===== config.mk =====
export PLATFORM = sky130hd
export DESIGN_NAME = two_class_priority_queue_top
export DESIGN_NICKNAME = d
export VERILOG_FILES = /design/src/rtl/core/tcpq_pkg.sv /design/src/rtl/core/tcpq_cell.sv /design/src/rtl/core/two_class_priority_queue_top.sv
export SDC_FILE = /design/constraint.sdc
export NUM_CORES = 1
export LEC_CHECK = 0
export BUFFER_PORTS_ARGS = -buffer_cell sky130_fd_sc_hd__buf_2
export CELL_PAD_IN_SITES_DETAIL_PLACEMENT = 2
export CELL_PAD_IN_SITES_GLOBAL_PLACEMENT = 2
export CORE_UTILIZATION = 38
export DETAILED_ROUTE_END_ITERATION = 8
export GPL_ROUTABILITY_DRIVEN = 0
export PLACE_DENSITY = 0.79
export REMOVE_ABC_BUFFERS = 1
export SYNTH_ARGS = -nofsm -noshare
export SYNTH_HDL_FRONTEND = slang
export SYNTH_SLANG_ARGS = --single-unit

===== constraint.sdc =====
create_clock -name clk -period 3.46 [get_ports clk]
set_clock_uncertainty 0.05 [all_clocks]
set_input_delay 0.692 -clock clk [delete_from_list [all_inputs] [get_ports clk]]
set_output_delay 0.692 -clock clk [all_outputs]
set_load 0.005 [all_outputs]

===== src/rtl/core/tcpq_pkg.sv =====
// Package for the two-class priority queue: sizes, action codes,
// request/result structs and the per-cell control struct.
// Depends on nothing; every file of the block imports it.
`timescale 1ns / 1ps

package tcpq_pkg;

  localparam int QUEUE_DEPTH = 16;
  localparam int KEY_LIMIT   = 65535;
  localparam int KEY_W       = 16;
  localparam int FIELD_CNT_W = 5;
  localparam int SLOT_W      = $clog2(QUEUE_DEPTH);
  localparam int CNT_W       = $clog2(QUEUE_DEPTH + 1);

  // Request action codes
  typedef enum logic [1:0] {
    ACT_ADD    = 2'd0,
    ACT_REMOVE = 2'd1,
    ACT_DEPART = 2'd2,
    ACT_LOOKUP = 2'd3
  } action_t;

  typedef struct packed {
    logic [1:0]       action;
    logic [KEY_W-1:0] entry_key;
    logic             entry_kind;
    logic             entry_urgent;
  } in_t;

  typedef struct packed {
    logic                   ok;
    logic                   found;
    logic [KEY_W-1:0]       popped_key;
    logic                   popped_urgent;
    logic [FIELD_CNT_W-1:0] total_count;
    logic [FIELD_CNT_W-1:0] urgent_count;
  } out_t;

  // Broadcast from the controller to every cell
  typedef struct packed {
    logic             cmp;
    logic             del;
    logic             ins;
    logic [CNT_W-1:0] pos;
    logic [CNT_W-1:0] count;
    logic [KEY_W-1:0] key;
    logic             urgent;
  } cell_ctrl_t;

endpackage


===== src/rtl/core/tcpq_cell.sv =====
// One slot of the queue chain: holds a key and its urgent flag, compares
// against the request key and shifts left, right or loads the new entry.
// Depends on tcpq_pkg.
`timescale 1ns / 1ps

module tcpq_cell import tcpq_pkg::*; (
  input  logic              clk,
  input  logic              rst,
  input  cell_ctrl_t        ctrl,
  input  logic [SLOT_W-1:0] index,
  input  logic [KEY_W-1:0]  left_key,
  input  logic              left_urgent,
  input  logic [KEY_W-1:0]  right_key,
  input  logic              right_urgent,
  input  logic              pref_in,
  output logic              pref_out,
  output logic [KEY_W-1:0]  key,
  output logic              urgent,
  output logic              hit
);

  logic [CNT_W-1:0] idx;
  logic             held;

  assign idx      = CNT_W'(index);
  assign held     = idx < ctrl.count;
  // Pass the "delete point is at or left of here" flag down the chain
  assign pref_out = pref_in | hit;

  // Capture key match during the compare cycle
  always_ff @(posedge clk) begin
    if (rst) begin
      hit <= 1'b0;
    end else if (ctrl.cmp) begin
      hit <= held && (key == ctrl.key);
    end
  end

  // Shift left on delete, shift right or load on insert
  always_ff @(posedge clk) begin
    if (ctrl.del && pref_out) begin
      key    <= right_key;
      urgent <= right_urgent;
    end else if (ctrl.ins) begin
      if (idx > ctrl.pos) begin
        key    <= left_key;
        urgent <= left_urgent;
      end else if (idx == ctrl.pos) begin
        key    <= ctrl.key;
        urgent <= ctrl.urgent;
      end
    end
  end

endmodule


===== src/rtl/core/two_class_priority_queue_top.sv =====
// Top level of the two-class priority queue: request handshake, control
// sequencer, counters and the chain of tcpq_cell slots.
// Depends on tcpq_pkg and tcpq_cell.
`timescale 1ns / 1ps

// Each request passes through a compare cycle, in which every slot checks
// its key against the request key, and an update cycle, in which the slot
// chain shifts by one place and the counts change. busy is high only during
// the compare cycle, so a new request can be started while the previous one
// updates. The result appears on result for exactly one cycle, marked by
// done, in the cycle after the update; it cannot be held off. There is no
// clearing pass after reset. The queue kind register may be written at any
// cycle the block is idle; cfg_ready is always high.
module two_class_priority_queue_top import tcpq_pkg::*; (
  input  logic             clk,
  input  logic             rst,
  input  logic             start,
  output logic             busy,
  input  in_t              request,
  output logic             done,
  output out_t             result,
  input  logic             cfg_valid,
  output logic             cfg_ready,
  input  logic             cfg_data
);

  typedef enum logic [2:0] {
    S_IDLE  = 3'b001,
    S_CMP   = 3'b010,
    S_APPLY = 3'b100
  } state_t;

  state_t           state, state_next;
  in_t              req;
  logic             queue_kind;
  logic [CNT_W-1:0] count, count_next;
  logic [CNT_W-1:0] ucount, ucount_next;
  cell_ctrl_t       ctrl;
  logic             accept;

  logic [KEY_W-1:0]     key_v  [QUEUE_DEPTH];
  logic [QUEUE_DEPTH-1:0] urg_v;
  logic [QUEUE_DEPTH-1:0] hit_v;
  logic [QUEUE_DEPTH:0]   pref_v;

  logic  found, hit_urgent, key_ok, add_ok, del_ok, apply;
  out_t  result_next;

  assign busy      = (state == S_CMP);
  assign accept    = start && !busy;
  assign cfg_ready = 1'b1;
  assign apply     = (state == S_APPLY);

  // Hold the configured queue kind
  always_ff @(posedge clk) begin
    if (rst) begin
      queue_kind <= 1'b0;
    end else if (cfg_valid && cfg_ready) begin
      queue_kind <= cfg_data;
    end
  end

  // Latch request on accept
  always_ff @(posedge clk) begin
    if (accept) begin
      req <= request;
    end
  end

  // Sequence compare and update cycles
  always_comb begin
    state_next = state;
    unique case (state)
      S_IDLE:  if (accept) state_next = S_CMP;
      S_CMP:   state_next = S_APPLY;
      S_APPLY: state_next = accept ? S_CMP : S_IDLE;
      default: state_next = S_IDLE;
    endcase
  end

  always_ff @(posedge clk) begin
    if (rst) begin
      state <= S_IDLE;
    end else begin
      state <= state_next;
    end
  end

  // Decode the request against the compare results
  assign found      = |hit_v;
  assign hit_urgent = |(hit_v & urg_v);
  assign key_ok     = (req.entry_key != '0) &&
                      ({1'b0, req.entry_key} < (KEY_W + 1)'(KEY_LIMIT));

  always_comb begin
    add_ok = 1'b0;
    del_ok = 1'b0;
    result_next = '0;
    count_next  = count;
    ucount_next = ucount;
    unique case (action_t'(req.action))
      ACT_ADD: begin
        add_ok = key_ok && (req.entry_kind == queue_kind) &&
                 (count < CNT_W'(QUEUE_DEPTH)) && !found;
        result_next.ok = add_ok;
        if (add_ok) begin
          count_next = count + 1'b1;
          if (req.entry_urgent) ucount_next = ucount + 1'b1;
        end
      end
      ACT_REMOVE: begin
        del_ok = found;
        result_next.ok = found;
        if (found) begin
          count_next = count - 1'b1;
          if (hit_urgent) ucount_next = ucount - 1'b1;
        end
      end
      ACT_DEPART: begin
        del_ok = (count != '0);
        result_next.ok = del_ok;
        if (del_ok) begin
          result_next.popped_key    = key_v[0];
          result_next.popped_urgent = urg_v[0];
          count_next = count - 1'b1;
          if (urg_v[0]) ucount_next = ucount - 1'b1;
        end
      end
      ACT_LOOKUP: begin
        result_next.ok    = 1'b1;
        result_next.found = found && key_ok;
      end
      default: result_next = '0;
    endcase
    result_next.total_count  = FIELD_CNT_W'(count_next);
    result_next.urgent_count = FIELD_CNT_W'(ucount_next);
  end

  // Advance counters and strobe the result
  always_ff @(posedge clk) begin
    if (rst) begin
      count  <= '0;
      ucount <= '0;
      done   <= 1'b0;
    end else begin
      done <= apply;
      if (apply) begin
        count  <= count_next;
        ucount <= ucount_next;
      end
    end
  end

  always_ff @(posedge clk) begin
    if (apply) begin
      result <= result_next;
    end
  end

  // Broadcast control to the chain
  always_comb begin
    ctrl.cmp    = (state == S_CMP);
    ctrl.del    = apply && del_ok;
    ctrl.ins    = apply && add_ok;
    ctrl.pos    = req.entry_urgent ? ucount : count;
    ctrl.count  = count;
    ctrl.key    = req.entry_key;
    ctrl.urgent = req.entry_urgent;
  end

  // Depart deletes from the head; remove deletes at the matching slot
  assign pref_v[0] = (action_t'(req.action) == ACT_DEPART);

  for (genvar i = 0; i < QUEUE_DEPTH; i++) begin : g_cell
    logic [KEY_W-1:0] lk, rk;
    logic             lu, ru;

    if (i == 0) begin : g_head
      assign lk = '0;
      assign lu = 1'b0;
    end else begin : g_mid
      assign lk = key_v[i-1];
      assign lu = urg_v[i-1];
    end

    if (i == QUEUE_DEPTH - 1) begin : g_tail
      assign rk = key_v[i];
      assign ru = urg_v[i];
    end else begin : g_body
      assign rk = key_v[i+1];
      assign ru = urg_v[i+1];
    end

    tcpq_cell u_cell (
      .clk          (clk),
      .rst          (rst),
      .ctrl         (ctrl),
      .index        (SLOT_W'(i)),
      .left_key     (lk),
      .left_urgent  (lu),
      .right_key    (rk),
      .right_urgent (ru),
      .pref_in      (pref_v[i]),
      .pref_out     (pref_v[i+1]),
      .key          (key_v[i]),
      .urgent       (urg_v[i]),
      .hit          (hit_v[i])
    );
  end

  // Checks on the sequencer, counters and chain
  a_done_after_apply: assert property (@(posedge clk) disable iff (rst)
    done |-> $past(state == S_APPLY))
    else $error("done without an update cycle");

  a_urgent_le_total: assert property (@(posedge clk) disable iff (rst)
    ucount <= count)
    else $error("urgent count exceeds total count");

  a_single_hit: assert property (@(posedge clk) disable iff (rst)
    apply |-> $onehot0(hit_v))
    else $error("more than one slot matched the key");

  a_count_bound: assert property (@(posedge clk) disable iff (rst)
    count <= CNT_W'(QUEUE_DEPTH))
    else $error("count beyond queue depth");

endmodule

# After elaboration in Yosys (flattened, before gate mapping)
# Cells that the tools add are included.
# Widths: inputs -> output; s select.
word_totals:
  reg_bits: 352
  output_inout_bits: 32
  elab_cells: 396
  in_bits: 25
classes:
  n_addsub: 4
  muxes: 142
  n_lt_le_gt_ge: 34
  eq_ne: 39
  bitwise: 18
  n_reduce_logical: 96
ops:
  columns: ["cell", "n"]
  rows:
  - ["$mux 16", 62]
  - ["$eq 16x16->1", 16]
  - ["$mux 1", 63]
  - ["$mux 5", 10]
  - ["$reduce_bool 3->1", 15]
  - ["$eq 4x5->1 const A", 8]
  - ["$gt 4x5->1 const A", 8]
  - ["$logic_and 1x1->1", 40]
  - ["$lt 4x5->1 const A", 8]
  - ["$reduce_and 2->1", 16]
  - ["$reduce_bool 2->1", 16]
  - ["$reduce_or 16->1", 2]
  - ["$pmux 5 s3", 2]
  - ["$eq 3x5->1 const A", 4]
  - ["$gt 3x5->1 const A", 4]
  - ["$lt 3x5->1 const A", 4]
  - ["$and 16x16->16", 1]
  - ["$lt 16x16->1 const B", 1]
  - ["$or 1x1->1", 16]
  - ["$reduce_bool 16->1", 1]
  - ["$add 5x1->5 const B", 2]
  - ["$eq 2x5->1 const A", 2]
  - ["$gt 1x5->1 const A", 2]
  - ["$gt 2x5->1 const A", 2]
  - ["23 further kinds", 28]

# Depth between registers and ports, before layout
logic_depth:
  word_depth: 20
  mapped_depth: 12

# By module
# From an unflattened synthesis, not the netlist that was laid out.
hier_totals:
  cells_unflattened: 2395
  area_unflattened_um2: 24539.8
by_module_without_submodules:
  columns: ["mod", "cells_per_inst", "seq_area_each_um2", "n_inst", "area_per_inst_um2"]
  rows:
  - ["tcpq_cell", 132, 530.5, 16, 1332.5]
  - ["two_class_priority_queue_top", 283, 1771.7, 1, 3219.3]

# Worst setup path before layout
# No wires, ideal clock.
synth_timing:
  kind: "flip-flop to flip-flop"
  from: "reg req (netlist bit ctrl[0])"
  to: "reg g_cell[5].u_cell.key[0] (enable)"
  t_required_ns: 2.995
  setup_slack_ns: -0.212
  n_path_buf: 4
  stages_incl_launch_ff: 9
  arrival_ns: 3.208
  cell_sequence: "edfxtp_1 > buf_2 > mux2i_1 > and2_1 > buf_2 > clkbuf_1 > nand2_2 > buf_2 > o21ai_0"
synth_between:
  elab_chain_len: 4
  elab_cells_between_ends: 5
synth_rtl:
  columns: ["item", "line", "text"]
  rows:
  - ["start, declared", "two_class_priority_queue_top.sv:34", "in_t req;"]
  - ["start signal, assigned", "two_class_priority_queue_top.sv:66", "req <= request;"]
  - ["$mux 5 (*)", "two_class_priority_queue_top.sv:165", "ctrl.pos = req.entry_urgent ? ucount : count;"]
  - ["$gt 3x5->1 / $eq 3x5->1 (equally long branches)", "tcpq_cell.sv:45, tcpq_cell.sv:48", null]
  - ["$reduce_bool 3->1 (no line) (*)", null, null]
  - ["$reduce_and 2->1 (no line) (*)", null, null]
  - ["end signal, assigned", "tcpq_cell.sv:42", "key <= right_key;"]
  - ["end signal, assigned", "tcpq_cell.sv:46", "key <= left_key;"]
  - ["end signal, assigned", "tcpq_cell.sv:49", "key <= ctrl.key;"]
  - ["end, declared", "tcpq_cell.sv:17", "output logic [KEY_W-1:0] key,"]
# Every way passes the cells marked *; elsewhere a longest branch is shown, timed or not.
# A chain may end at the register's enable or synchronous reset.

# Final worst setup path
layout_timing:
  from: "reg req[19] (netlist name)"
  to: "reg g_cell[14].u_cell.key[9] (data pin)"
layout_between:
  elab_chain_len: 18
  elab_cells_between_ends: 21
layout_rtl:
  columns: ["item", "line", "text"]
  rows:
  - ["$eq 2x2->1", "two_class_priority_queue_top.sv:101, two_class_priority_queue_top.sv:172", null]
  - ["$or 1x1->1 (15 in a row)", "tcpq_cell.sv:28", "assign pref_out = pref_in | hit;"]
  - ["$logic_and 1x1->1 (*)", "tcpq_cell.sv:41", "if (ctrl.del && pref_out) begin"]
  - ["$mux 16 (*)", "tcpq_cell.sv:41", null]
  - ["end signal, assigned", "tcpq_cell.sv:42", null]
  - ["end signal, assigned", "tcpq_cell.sv:46", null]
  - ["end signal, assigned", "tcpq_cell.sv:49", null]
  - ["end, declared", "tcpq_cell.sv:17", null]
# Marked as above.

==> metrics.md <==
| Metric | Value |
|---|---|
| # Max-Cap Violations | 0 |
| CP max FO | 25 |
| Fin util | 0.433 |
| Synth Cell Area | roughly 0.021 mm2 |
| Top cells by area, synth | edfxtp_1, mux2i_1, xor2_1, xnor2_1, nand2_1 |
| Final WS setup | around 180 ps |
| # port buffers | 55 |
| Synth-to-layout area growth | 12.4% |
| Post-synth EDFFs | 321 |
| Cell taking the most area after synthesis | edfxtp_1 |
| Inserted Clock Buffers | 44 |
| WP data arrival | 3650 ps |
| Syn avg cell area | 10.5 um2 |
| Fmax | 305 MHz |
| Top_reg_cell synth | edfxtp_1 |
| Slew Limit Fails | 0 |
| Final setup fails | 0 |
| Pwr dens | around 410 mW/mm2 |
| Slew headroom | 0.201 |
| Startpoint Class | register |
| Async set-reset flop share out of synthesis | 0 |
| Vias in the first global route | ~18k |
| Required @ worst endpoint | approximately 3800 ps |
| Layout Cells excl Fill | ~2.7k |
| RSZ-0062 raised after global routing | false |
| Largest net degree at the start of global routing | 41 |
| Register area share after synthesis | 0.494 |
| Tightest Hold Check Type | in -> reg |
| Initial Utilization | 0.385 |
| Fraction of layout cells with a size suffix above 1 | 0.132 |
| Clock Sinks | around 350 |
| Clock edge transition at the registers on the reported setup and hold paths | around 60 ps |
| Detail Route Antenna Nets | 0 |
| Post-route clock period utilization | 0.949 |
| Initial antenna violation count | 2 |
| Pre-CTS WS | 199 ps |
| Seq cells post-synth | between 300 and 400 |
| Die width | ~240 um |
| Post-layout minimum cycle time | approximately 3300 ps |
| Placed Instances | about 2.7k |
| GRT Util Overall | 0.278 |
| Total die area | approximately 0.056 mm2 |
| Ys Warns | 0 |
| H-tree levels | 2 |
| Status | finished, final reports clean |
| Post-DR vias/cell | around 6 |
| CTS root buf | clkbuf_16 |
| Setup CP Type | reg -> reg |
| Pleak | 8.43 nW |
| Core area | about 0.054 mm2 |
| Reg2Reg Depth | 9 |
| # nets final | just over 2k |
| Hold depth | 1 |
| CP endpoint kind | register |
| Worst-Skew Late Latency | between 500 and 600 ps |
| Worst Tran Pin Value | ~1200 ps |
| Final hold violation count | 0 |
| DR DRC count | 0 |
| Post-CTS Setup Inserts | 0 |
| Vias | about 16k |
| CTS tree | done |
| Post-Layout Inst Area | approximately 0.023 mm2 |
| Total Power | 9.69 mW |
| Area fraction of the dominant cell type after synthesis | 0.464 |
| Die Span Y | about 240 um |
| Initial DRC Count | around 1.3k |
| GRT Residual Overflow | 0 |
| I/O pins | between 50 and 60 |
| 1st-pass router iterations | 6 |
| Max Buffers Root-to-Sink | 3 |
| Rows | between 80 and 90 |
| Post-synthesis cell count | between 1.5k and 2k |
| DP Area | 0.0220 mm2 |
| Worst IR Drop VDD | 0.000357 V |
| Netlist cell types | 75 |
| First-pass GRT wire length | between 100000 and 150000 um |
| Post-DP HPWL | 54600 um |
| WL per Instance | 28.3 um |
| Post-Route WL | 77700 um |
==> cell usage after synthesis, types with 3 or more instances <==
cell,number
a21o_1,6
buf_2,31
mux2_4,7
o21bai_1,8
nor4_1,46
mux2i_1,224
nand2_1,239
o21ai_1,5
clkbuf_1,106
a31oi_1,26
nor3b_1,4
a2111oi_0,4
a21oi_1,103
nand4_1,43
nor2_1,110
nand3_1,14
ha_1,9
mux2_2,29
o211ai_1,4
and3_1,19
nor2_2,3
o21a_1,7
nand2b_1,4
nor3_1,21
o32ai_1,3
a221oi_1,3
a22oi_1,8
xnor2_1,103
xor2_1,155
inv_1,14
o221ai_1,3
buf_1,27
o21ai_0,175
nor2b_1,4
a21boi_0,3
buf_6,3
dfxtp_1,31
and2_1,8
edfxtp_1,321
a211oi_1,3
==> where the power goes <==
part | internal (mW) | switching (mW)
clock | 2.59 | 1.93
sequential | 4.60 | 0.0218
combinational | 0.171 | 0.371
total | 7.37 | 2.32
==> state kept, by name (all words and copies together) (netlist names) <==
signal and flops:
done 1, result 29, g_cell.u_cell.hit 16, state 3, ucount 5, ctrl 17, g_cell.u_cell.urgent 16, queue_kind 1
count 5, g_cell.u_cell.key 256, req 3
==> stage by stage <==
stage | TNS, ps | hold slack (ps)
final | 0 | 229
after global routing | 0 | 217
after CTS | 0 | 205
after detailed placement | 0 | 406
after global placement | 0 | 387
after floorplan | -277200 | 375
==> final timing paths <==
check                           startpoint                        to  slack [ps]
worst max-delay path               req[19]  g_cell[14].u_cell.key[9]         180
worst min-delay path            request[7]                   ctrl[6]         230
worst max register to register     req[19]  g_cell[14].u_cell.key[9]         180
worst min register to register    state[1]                  state[1]         410
==> worst max-delay path, stage by stage, from the launching register on <==
cell and delay [ps]:
edfxtp_1 450, ha_1 350, nor4_2 290, nand4b_1 310, or3_1 530, o31ai_4 260, buf_4 230, buf_4 330
nor2_1 110, a21oi_1 200
==> per-layer routing <==
layer	global-route usage	routed length (um)	vias to the layer above
li1	-	-	7236
met1	0.351	32300	8489
met2	0.474	37800	551
met3	0.0447	4240	195
met4	0.112	3340	2
met5	0	12	-
==> layout make-up <==
class                           count  area, um2
Antenna cell                        1       2.50
Tap cell                          696        871
Clock inverter                     12        120
Timing Repair Buffer              153       1010
Sequential cell                   352      10300
Fill cell                        5590      30600
Clock buffer                       68       1230
Inverter                           14       52.6
Multi-Input combinational cell   1449       9820
==> layout by cell type, fill, tap and decap left out, drive strengths merged, types with 3 or more instances in the layout <==
cell type / n
o21a: 7
nor2: 114
o21bai: 8
a31oi: 26
a221oi: 3
clkinv: 9
nand2: 241
o211ai: 4
xnor2: 103
ha: 9
nor3: 21
nand3: 15
nor3b: 4
o31ai: 3
nor2b: 4
and2: 8
mux2i: 224
a21o: 6
mux2: 36
clkbuf: 68
or2: 4
a22oi: 8
a21boi: 3
edfxtp: 321
nand4: 43
o32ai: 3
nand2b: 4
nor4b: 3
o21ai: 180
a2111oi: 4
dfxtp: 31
xor2: 155
and3: 19
buf: 153
a21oi: 103
nor4: 46
a211oi: 3
inv: 15
o221ai: 3
==> kinds of logic (layout without fill, tap and decap cells) <==
logic type,count (synthesis),count (layout),share of synthesized area
simple gates,536,536,0.120
compound gates,385,385,0.107
flops,352,352,0.494
mux,260,260,0.129
xor+xnor,258,258,0.109
buf+inv,183,247,0.0364
fa+ha+maj,9,9,0.00542
other cells,1,2,0.000180
==> timing repair <==
action                                  CTS  global route
gates resized for setup                   0             2
endpoints found under the setup margin    0            22
hold buffers                              0             0
hold endpoints to repair                  0             0
No activity file was read; power rests on OpenSTA's default activity.
